`src/sv/sed_pkg.sv`:
```
`default_nettype none
package sed_pkg;
  localparam int unsigned CoordW = 32;
  localparam int unsigned SumW = 64;
  localparam int unsigned MagW = 33;
  localparam int unsigned DivW = MagW + 16;
  localparam int unsigned QueueDepth = 2;

  typedef struct packed {
    logic signed [CoordW-1:0] coord_a;
    logic signed [CoordW-1:0] coord_b;
    logic [CoordW-1:0] scale;
    logic last_element;
  } in_item_t;

  typedef struct packed {
    logic [SumW-1:0] squared_distance;
    logic [CoordW-1:0] distance;
    logic overflow;
  } out_item_t;

  // classified work for the back part
  typedef struct packed {
    logic [MagW-1:0] mag;
    logic [CoordW-1:0] scale;
    logic zero_scale;
    logic last_element;
  } job_t;
endpackage
`default_nettype wire

```
`src/sv/sed_if.sv`:
```
`default_nettype none
interface sed_in_if;
  import sed_pkg::*;
  logic valid;
  logic ready;
  in_item_t data;
  modport source (output valid, output data, input ready);
  modport sink (input valid, input data, output ready);
endinterface

interface sed_out_if;
  import sed_pkg::*;
  logic valid;
  logic ready;
  out_item_t data;
  modport source (output valid, output data, input ready);
  modport sink (input valid, input data, output ready);
endinterface
`default_nettype wire

```
`src/sv/sed_front.sv`:
```
`default_nettype none
module sed_front (
  input  wire logic clk,
  input  wire logic rst_n,
  sed_in_if.sink in_ch,
  output sed_pkg::job_t job_data,
  output logic job_valid,
  input  wire logic job_ready
);
  import sed_pkg::*;

  job_t q_r [QueueDepth];
  logic [0:0] wp_r, rp_r;
  logic [1:0] cnt_r;
  logic signed [MagW-1:0] diff;
  job_t nj;
  logic push, pop;

  always_comb begin
    diff = MagW'(in_ch.data.coord_a) - MagW'(in_ch.data.coord_b);
    nj.mag = diff[MagW-1] ? MagW'(-diff) : MagW'(diff);
    nj.scale = in_ch.data.scale;
    nj.zero_scale = (in_ch.data.scale == '0);
    nj.last_element = in_ch.data.last_element;
  end

  assign in_ch.ready = (cnt_r != 2'(QueueDepth));
  assign push = in_ch.valid && in_ch.ready;
  assign job_valid = (cnt_r != '0);
  assign pop = job_valid && job_ready;
  assign job_data = q_r[rp_r];

  always_ff @(posedge clk) begin
    if (push) q_r[wp_r] <= nj;
    if (!rst_n) begin
      wp_r <= '0;
      rp_r <= '0;
      cnt_r <= '0;
    end else begin
      if (push) wp_r <= wp_r + 1'b1;
      if (pop) rp_r <= rp_r + 1'b1;
      cnt_r <= cnt_r + 2'(push) - 2'(pop);
    end
  end
endmodule
`default_nettype wire

```
`src/sv/sed_back.sv`:
```
`default_nettype none
module sed_back (
  input  wire logic clk,
  input  wire logic rst_n,
  input  wire sed_pkg::job_t job_data,
  input  wire logic job_valid,
  output logic job_ready,
  sed_out_if.source out_ch
);
  import sed_pkg::*;

  typedef enum logic [2:0] {IDLE, DIV, SQ, ACC, ROOT, OUT} state_t;
  state_t state_r;

  logic [DivW-1:0] num_r;
  logic [CoordW:0] rem_r;
  logic [CoordW-1:0] den_r;
  logic [5:0] cnt_r;
  logic [CoordW-1:0] q_r;
  logic [SumW-1:0] sq_r;
  logic [SumW-1:0] sum_r;
  logic sticky_r, last_r, qovf_r;
  logic [SumW-1:0] rrem_r, root_r, bit_r;
  out_item_t res_r;
  logic res_v_r;

  logic [CoordW+1:0] trial;
  logic [SumW:0] add;
  logic [SumW-1:0] rb;

  assign trial = {rem_r, num_r[DivW-1]} - {2'b0, den_r};
  assign add = {1'b0, sum_r} + {1'b0, sq_r};
  assign rb = root_r + bit_r;
  assign job_ready = (state_r == IDLE);
  assign out_ch.valid = res_v_r;
  assign out_ch.data = res_r;

  always_ff @(posedge clk) begin
    if (!rst_n) begin
      state_r <= IDLE;
      sum_r <= '0;
      sticky_r <= 1'b0;
      res_v_r <= 1'b0;
    end else begin
      if (out_ch.valid && out_ch.ready && state_r != OUT) res_v_r <= 1'b0;
      case (state_r)
        IDLE: if (job_valid) begin
          num_r <= {job_data.mag, 16'b0};
          rem_r <= '0;
          den_r <= job_data.scale;
          cnt_r <= 6'(DivW);
          qovf_r <= job_data.zero_scale;
          last_r <= job_data.last_element;
          state_r <= job_data.zero_scale ? SQ : DIV;
          q_r <= '1;
        end
        DIV: begin
          // one restoring quotient bit per cycle
          if (!trial[CoordW+1]) begin
            rem_r <= trial[CoordW:0];
            num_r <= {num_r[DivW-2:0], 1'b1};
          end else begin
            rem_r <= {rem_r[CoordW-1:0], num_r[DivW-1]};
            num_r <= {num_r[DivW-2:0], 1'b0};
          end
          cnt_r <= cnt_r - 1'b1;
          if (cnt_r == 6'd1) state_r <= SQ;
        end
        SQ: begin
          if (!qovf_r && num_r[DivW-1:CoordW] != '0) qovf_r <= 1'b1;
          q_r <= (qovf_r || num_r[DivW-1:CoordW] != '0) ? '1 : num_r[CoordW-1:0];
          state_r <= ACC;
          cnt_r <= '0;
        end
        ACC: begin
          if (cnt_r == '0) begin
            sq_r <= SumW'(q_r) * SumW'(q_r);
            cnt_r <= 6'd1;
          end else begin
            sum_r <= add[SumW] ? '1 : add[SumW-1:0];
            sticky_r <= sticky_r | qovf_r | add[SumW];
            if (last_r) begin
              rrem_r <= add[SumW] ? '1 : add[SumW-1:0];
              root_r <= '0;
              bit_r <= SumW'(1) << (SumW-2);
              state_r <= ROOT;
            end else state_r <= IDLE;
          end
        end
        ROOT: begin
          if (bit_r == '0) state_r <= OUT;
          else begin
            if (rrem_r >= rb) begin
              rrem_r <= rrem_r - rb;
              root_r <= (root_r >> 1) + bit_r;
            end else root_r <= root_r >> 1;
            bit_r <= bit_r >> 2;
          end
        end
        OUT: if (!res_v_r || out_ch.ready) begin
          res_r.squared_distance <= sum_r;
          res_r.distance <= root_r[CoordW-1:0];
          res_r.overflow <= sticky_r;
          res_v_r <= 1'b1;
          sum_r <= '0;
          sticky_r <= 1'b0;
          state_r <= IDLE;
        end
        default: state_r <= IDLE;
      endcase
    end
  end
endmodule
`default_nettype wire

```
`src/sv/scaled_euclidean_distance_top.sv`:
```
`default_nettype none
// the back part takes one item at a time, through a bit-serial divider of 49 quotient bits;
// a zero scale skips the divider. the last item of a vector
// adds a square root and a load of the output register.
// a two-entry queue takes items while the back part works; the result sits in
// an output register until taken
module scaled_euclidean_distance_top (
  input wire logic clk,
  input wire logic rst_n,
  sed_in_if.sink in_ch,
  sed_out_if.source out_ch
);
  import sed_pkg::*;

  job_t job_data;
  logic job_valid, job_ready;

  sed_front u_front (
    .clk(clk), .rst_n(rst_n), .in_ch(in_ch),
    .job_data(job_data), .job_valid(job_valid), .job_ready(job_ready)
  );

  sed_back u_back (
    .clk(clk), .rst_n(rst_n),
    .job_data(job_data), .job_valid(job_valid), .job_ready(job_ready),
    .out_ch(out_ch)
  );

  a_zero_sets_flag: assert property (@(posedge clk) disable iff (!rst_n)
    job_valid && job_ready && job_data.zero_scale |=> u_back.qovf_r)
    else $error("zero scale lost");
  a_root_bound: assert property (@(posedge clk) disable iff (!rst_n)
    $rose(out_ch.valid) |-> 64'(out_ch.data.distance) * 64'(out_ch.data.distance)
      <= out_ch.data.squared_distance)
    else $error("root too large");
endmodule
`default_nettype wire
```
`src/flat_wrapper.sv`:
```
// flat-port wrapper written by rule: the top's interface ports become plain ports
module scaled_euclidean_distance_top_flat import sed_pkg::*;
  (clk, rst_n, in_ch_valid, in_ch_data, in_ch_ready, out_ch_valid, out_ch_data, out_ch_ready);
  sed_in_if in_ch_i ();
  sed_out_if out_ch_i ();
  input wire logic clk;
  input wire logic rst_n;
  input wire logic [$bits(in_ch_i.valid)-1:0] in_ch_valid;
  input wire logic [$bits(in_ch_i.data)-1:0] in_ch_data;
  output wire logic [$bits(in_ch_i.ready)-1:0] in_ch_ready;
  output wire logic [$bits(out_ch_i.valid)-1:0] out_ch_valid;
  output wire logic [$bits(out_ch_i.data)-1:0] out_ch_data;
  input wire logic [$bits(out_ch_i.ready)-1:0] out_ch_ready;
  assign in_ch_i.valid = in_ch_valid;
  assign in_ch_i.data = in_ch_data;
  assign in_ch_ready = in_ch_i.ready;
  assign out_ch_valid = out_ch_i.valid;
  assign out_ch_data = out_ch_i.data;
  assign out_ch_i.ready = out_ch_ready;
  scaled_euclidean_distance_top u_core (.clk(clk), .rst_n(rst_n), .in_ch(in_ch_i), .out_ch(out_ch_i));
endmodule
```
`config.mk`:
```
export PLATFORM = sky130hd
export DESIGN_NAME = scaled_euclidean_distance_top_flat
export DESIGN_NICKNAME = d
export VERILOG_FILES = /design/src/sv/sed_pkg.sv /design/src/sv/sed_if.sv /design/src/sv/sed_front.sv /design/src/sv/sed_back.sv /design/src/sv/scaled_euclidean_distance_top.sv /design/src/flat_wrapper.sv
export SDC_FILE = /design/constraint.sdc
export NUM_CORES = 2
export LEC_CHECK = 0
export BUFFER_PORTS_ARGS = -buffer_cell sky130_fd_sc_hd__buf_4
export CORE_UTILIZATION = 52
export DETAILED_ROUTE_END_ITERATION = 16
export PLACE_DENSITY = 0.68
export SLEW_MARGIN = 10
export SYNTH_ARGS = -nofsm -noshare
export SYNTH_HDL_FRONTEND = slang
export SYNTH_SLANG_ARGS = --single-unit
```
`constraint.sdc`:
```
create_clock -name clk -period 14.7 [get_ports clk]
set_input_delay 1.47 -clock clk [delete_from_list [all_inputs] [get_ports clk]]
set_output_delay 1.47 -clock clk [all_outputs]
set_load 0.01 [all_outputs]
```
==> Yosys cells after proc, flatten, opt, wreduce, memory -nomap -nowiden <==
Memory sizes are Yosys's and may differ from the RTL's. A register that Yosys moved wholly into a read port is not among the register bits.
Cells that the tools add are included.
{ "word_totals": {"ramBits": 134, "regBits": 580, "output_inout_bits": 99, "memories": 1, "in_bits": 101, "elab_cells": 139, "mem_bits_ro": 0, "latchBits": 0} }
{ "mem_list": {"columns": ["memory", "words", "width", "rd", "rd_clocked_by_memory_dff", "wr", "line_no", "text"], "rows": [
  ["u_core.u_front.q_r", 2, 67, 1, 1, 1, "sed_front.sv:12", "job_t q_r [QueueDepth];"]
]} }
{ "op_classes": {"mul": 1, "bitwise_logic": 2, "div": 0, "n_eq_ne": 18, "n_addsub": 12, "n_shift": 0, "muxes": 52, "reduce_logical": 31, "n_lt_le_gt_ge": 1} }
{ "op_table": {"columns": ["cell", "n"], "rows": [
  ["two-way mux 64 bit", 14],
  ["case mux 64 bit (2 select lines)", 4],
  ["two-way mux 33 bit", 3],
  ["case mux 49 bit (2 select lines)", 1],
  ["case mux 33 bit (2 select lines)", 1],
  ["adder 64 x 64 -> 65 bit", 1],
  ["adder 63 x 64 -> 64 bit", 1],
  ["adder 64 bit", 1],
  ["greater-or-equal comparator 64 bit", 1],
  ["zero test 64 bit", 1],
  ["multiplier 32 x 32 -> 64 bit", 1],
  ["two-way mux 32 bit", 2],
  ["case mux 32 bit (2 select lines)", 1],
  ["subtractor 64 bit", 1],
  ["two-way mux 49 bit", 1],
  ["subtractor 34 x 32 -> 34 bit", 1],
  ["negation 33 bit", 1],
  ["subtractor 32 x 32 -> 33 bit", 1],
  ["zero test 32 bit", 1],
  ["case mux 6 bit (4 select lines)", 1],
  ["inequality test 2 bit (second input constant)", 11],
  ["two-way mux 3 bit", 6],
  ["case mux 3 bit (6 select lines)", 1],
  ["AND reduction 3 bit", 6],
  ["other kinds (25)", 54]
]} }

==> Longest topological paths before layout <==
{ "depth": {"ltp_word": 5, "ltp_mapped": 31, "mapped_depth_nobuf": 28} }

==> By module <==
From an unflattened synthesis, not the netlist that was laid out.
{ "hier_totals": {"cells_unflattened": 7376, "hier_area_um2": 71272.1} }
{ "by_module_without_submodules": {"columns": ["module", "area_per_inst_um2", "cells_per_inst", "n_inst"], "rows": [
  ["sed_back", 62967.9, 6644, 1],
  ["sed_front", 8304.2, 732, 1]
]} }

==> Least setup slack after synthesis <==
Ideal clock, no wire load.
{ "synth_path": {"path_type": "input port to flip-flop", "startpoint": "input port rst_n", "endpoint": "register u_core.u_back.rrem_r[0] (enable)", "cell_stages": 4, "t_required_ps": 14117, "setup_time_ps": 583, "t_arrival_ps": 11362, "slack_ps": 2754, "path_buffers": 1, "cell_sequence": "clkbuf_1 nand2_1 a21oi_1 a21boi_0"} }
{ "synth_between": {"elab_chain_cells": 1} }
{ "synth_rtl": {"columns": ["item", "line_no", "text"], "rows": [
  ["from (decl)", "flat_wrapper.sv:7", "input wire logic rst_n;"],
  ["AND reduction 6 bit (no source line)", null, null],
  ["to (signal assigned)", "sed_back.sv:83", "rrem_r <= add[SumW] ? '1 : add[SumW-1:0];"],
  ["to (signal assigned)", "sed_back.sv:94", "rrem_r <= rrem_r - rb;"],
  ["to (decl)", "sed_back.sv:23", "logic [SumW-1:0] rrem_r, root_r, bit_r;"]
]} }
No other way between the ends.
A chain may end at the register's enable or synchronous reset.

==> Worst setup path in the final report <==
{ "layout_path": {"startpoint": "register u_core.u_back.q_r[14]", "endpoint": "register u_core.u_back.sq_r[59], data pin"} }
{ "layout_between": {"elab_chain_cells": 1} }
{ "layout_rtl": {"columns": ["item", "line_no", "text"], "rows": [
  ["from (decl)", "sed_back.sv:19", "logic [CoordW-1:0] q_r;"],
  ["from (signal assigned)", "sed_back.sv:71", "q_r <= (qovf_r || num_r[DivW-1:CoordW] != '0) ? '1 : num_r[CoordW-1:0];"],
  ["multiplier 32 x 32 -> 64 bit", "sed_back.sv:77", "sq_r <= SumW'(q_r) * SumW'(q_r);"],
  ["to (signal assigned)", "sed_back.sv:77", null],
  ["to (decl)", "sed_back.sv:20", "logic [SumW-1:0] sq_r;"]
]} }
No other way between the ends.

==> key figures <==
Run status
  – Outcome: complete, but fails checks
  – Failing checks: design-rule violations

Floorplanning
  – Die footprint: 137000 µm²
  – IO Count: 200
  – Core Area: 134000 µm²
  – Row count: 134
  – Die height: 370 µm
  – Die width: 370 µm
  – Starting Density: 52.6%

Clock network
  – Clock buffer count from CTS: 75
  – # resized after CTS: 0
  – Sink Count: 682
  – Clock latency on the worst-skew pair: 0.68 ns
  – Post-CTS setup buffer count: 0
  – Longest Clk Path Bufs: 3
  – CTS hold repair buffers: 0
  – Root Driver: clkbuf_16
  – Worst-path clk slew: 0.07 ns
  – CTS tree: done
  – H-tree levels: 3

Drt
  – Drt pass-1 iters: 14
  – WL/cell: 19.8 µm
  – ANT nets after route: 0
  – DR iter-0 viols: 3813
  – WL final: 181 mm
  – DR DRC count: 20
  – Vias per Instance: 5.68
  – Vias post-DR: 51761

Worst setup path
  – Crit path largest cell delay: 0.72 ns
  – CP max stage cell: a2111oi_0
  – Critical path data arrival time: 9.61 ns
  – Critical path endpoint category: flip-flop
  – Flop-to-flop setup slack: 5.52 ns
  – Worst R2R Start: u_core.u_back.q_r[14]
  – Req. time, crit path: 15.13 ns
  – CP most frequent cell: fa_1
  – Setup CP Type: reg -> reg
  – Worst r2r path cells: 28
  – R2R Path End: u_core.u_back.sq_r[59]
  – Worst-path maximum fanout: 32
  – Startpoint class of the critical path: flip-flop

Yosys
  – Netlist cell types: 95
  – Post-synthesis sequential area ratio: 28.1%
  – Post-synthesis async set-or-reset flop share: 0%
  – Synthesized area: 70300 µm²
  – Number of synthesized flops with an enable pin: 608
  – Share of the synthesized area in the top cell type: 26.0%
  – Ys Warns: 0
  – Top cells by area, synth: edfxtp_1 26%, fa_1 23%, ha_1 9.9%, inv_1 5.9%, nand2_1 3.7%
  – Cell taking the most area after synthesis: edfxtp_1
  – Synth Instances: 7227
  – Ys flop type: edfxtp_1
  – Mapped Avg Cell Area: 9.73 µm²
  – #FFs+latches synth: 682

Power
  – Peak supply drop: 0.113 mV
  – Pwr Density: 85.7 nW/µm²
  – Sw power: 2160 µW
  – Clock power share: 30.6%
  – Sequential fraction of design power: 39.7%
  – Switching Fraction: 33.1%
  – Pleak: 0.0336 µW
  – Int Pwr: 4370 µW
  – Gate power share: 29.7%

STA
  – Post-Route Setup TNS: 0 ns
  – Max Slew Vio Count: 0
  – Min Hold Slack: 0.448 ns
  – Min Tclk post-route: 9.18 ns
  – Final clock skew: 0.0528 ns
  – Worst slew pin tran: 1.22 ns
  – Period utilisation layout: 62.5%
  – Final Hold Fails: 0
  – Slew headroom: 17.4%
  – Unrepaired setup endpoints after global routing: no
  – Peak Freq: 109 MHz
  – Final setup vio count: 0

Worst hold path
  – Hold Crit Class: reg -> reg
  – Hold Crit Start: u_core.u_back.sticky_r
  – Hold-critical path endpoint: u_core.u_back.out_ch.data[0]
  – WHS Path Cells: 0

Global route
  – Vias in the first global route: 53799
  – GRT Total Usage: 26.9%
  – Largest net degree at the start of global routing: 89
  – Total global routing overflow: 0
  – Global-route wire length before repair: 290 mm
  – Initial antenna violation count: 8

Finish
  – Area Growth Syn to Fin: 8.33%
  – Layout cells sized above 1: 6.96%
  – Filler Cell Count: 11814
  – Final #Nets: 8735

Placed design
  – Routability cong.: 0.941
  – Port bufs: 199
  – Final HPWL DP: 139 mm

Flow run
  – Max Cap Violations: 0
## cell usage in the layout (no fill, tap or decap), types with 86 or more instances in the layout
cell / count
inv_1: 1100
fa_1: 795
nand2_1: 692
edfxtp_1: 608
ha_1: 558
a21oi_1: 424
nor2_1: 387
o21ai_0: 313
and2_1: 268
buf_4: 262
xnor2_1: 222
xor2_1: 183
a21o_1: 178
nand3_1: 87
a31oi_1: 86
## area by class of cell
type	count	area [µm²]	area share [%]
multi-input combinational	5157	45500	59.7
sequential	682	19700	25.9
inverter	1103	4140	5.44
tap	1768	2210	2.90
clock buffer	98	2060	2.71
timing repair buffer	262	1970	2.58
clock inverter	42	567	0.744
antenna	1	2.50	0.00328
## Yosys cell counts (31+ instances only)
master,n
inv_1,1100
mux2i_1,44
xor2_1,183
nor4_1,31
and2_1,269
clkbuf_1,269
xnor2_1,224
a211oi_1,54
a31oi_1,86
a21o_1,178
and3_1,66
nand3_1,87
fa_1,795
a21oi_1,425
ha_1,558
dfxtp_1,74
o21ai_0,313
nor2b_1,48
o21bai_1,68
nand2b_1,83
edfxtp_1,608
nand2_1,692
mux2_2,37
nand4_1,81
o21a_1,34
nor3_1,73
nor2_1,395
## power groups by stage
stage / sequential [µW] / combinational, µW / clock [µW]
floorplan: 2590 / 1490 / 0
global placement: 2630 / 1910 / 0
detailed placement: 2630 / 1930 / 0
CTS: 2590 / 1940 / 2040
global route: 2620 / 2170 / 2100
finish: 2590 / 1940 / 2000
## critical path: cells and delay by family (launching register included)
family	cells	cell delay, ns
simple gates	6	0.89
compound gates	6	2.53
flops	1	0.35
buf+inv	5	0.69
xor+xnor	2	0.30
fa+ha+maj	9	4.11
## sequential cells by signal, summed over array words and instances (netlist names), 33 cells and up, named ones only
| signal | flops |
|---|---|
| u_core.u_back.num_r | 49 |
| u_core.u_back.out_ch.data | 97 |
| u_core.u_back.rem_r | 33 |
| u_core.u_back.root_r | 64 |
| u_core.u_back.rrem_r | 64 |
| u_core.u_back.sq_r | 63 |
| u_core.u_back.sum_r | 64 |
| u_core.u_front.q_r | 134 |
## layer usage
| layer | up-vias | part of all wire, % | track usage [%] |
|---|---|---|---|
| met2 | 1488 | 48 | 45.8 |
| met4 | 6 | 3.0 | 7.81 |
| met3 | 284 | 6.2 | 3.86 |
| li1 | 24356 | - | - |
| met5 | - | 0.024 | 0 |
| met1 | 25627 | 42 | 35.7 |
## cells by family (layout without fill, tap and decap cells)
group                      count (synthesis)  after routing  synth area share [%]
xor gates and xnor gates                 408            408                  5.09
AOI/OAI and AO/OA                       1400           1400                  12.6
DFF                                      682            682                  28.1
and+or+nand+nor                         1913           1913                  13.0
muxes                                     81             81                  1.22
adders and majority gates               1353           1353                  32.6
buffers and inverters                   1389           1505                  7.43
other                                      1              3               0.00533
## how the worst max path moves through the flow
stage                                startpoint                      end  slack (ns)
after floorplan                           rst_n  u_core.u_back.rrem_r[0]        2.75
after global placement     u_core.u_back.q_r[7]   u_core.u_back.sq_r[58]        5.91
after detailed placement   u_core.u_back.q_r[7]   u_core.u_back.sq_r[58]        5.81
after CTS                 u_core.u_back.q_r[14]   u_core.u_back.sq_r[59]        5.78
after global routing      u_core.u_back.q_r[14]   u_core.u_back.sq_r[59]        5.26
final                     u_core.u_back.q_r[14]   u_core.u_back.sq_r[59]        5.52
## metrics by stage
step	util [%]	area, µm²	std cells	power [µW]	setup slack, ns
6_report	56.9	76200	9113	6530	5.52
5_1_grt	56.9	76200	9112	6890	5.26
4_1_cts	56.9	76200	9112	6580	5.78
3_5_place_dp	55.0	73600	8972	4560	5.81
3_3_place_gp	55.0	73600	8972	4530	5.91
2_1_floorplan	-	70300	7228	4080	2.75
Note: power is estimated with default switching activity, not from simulation.
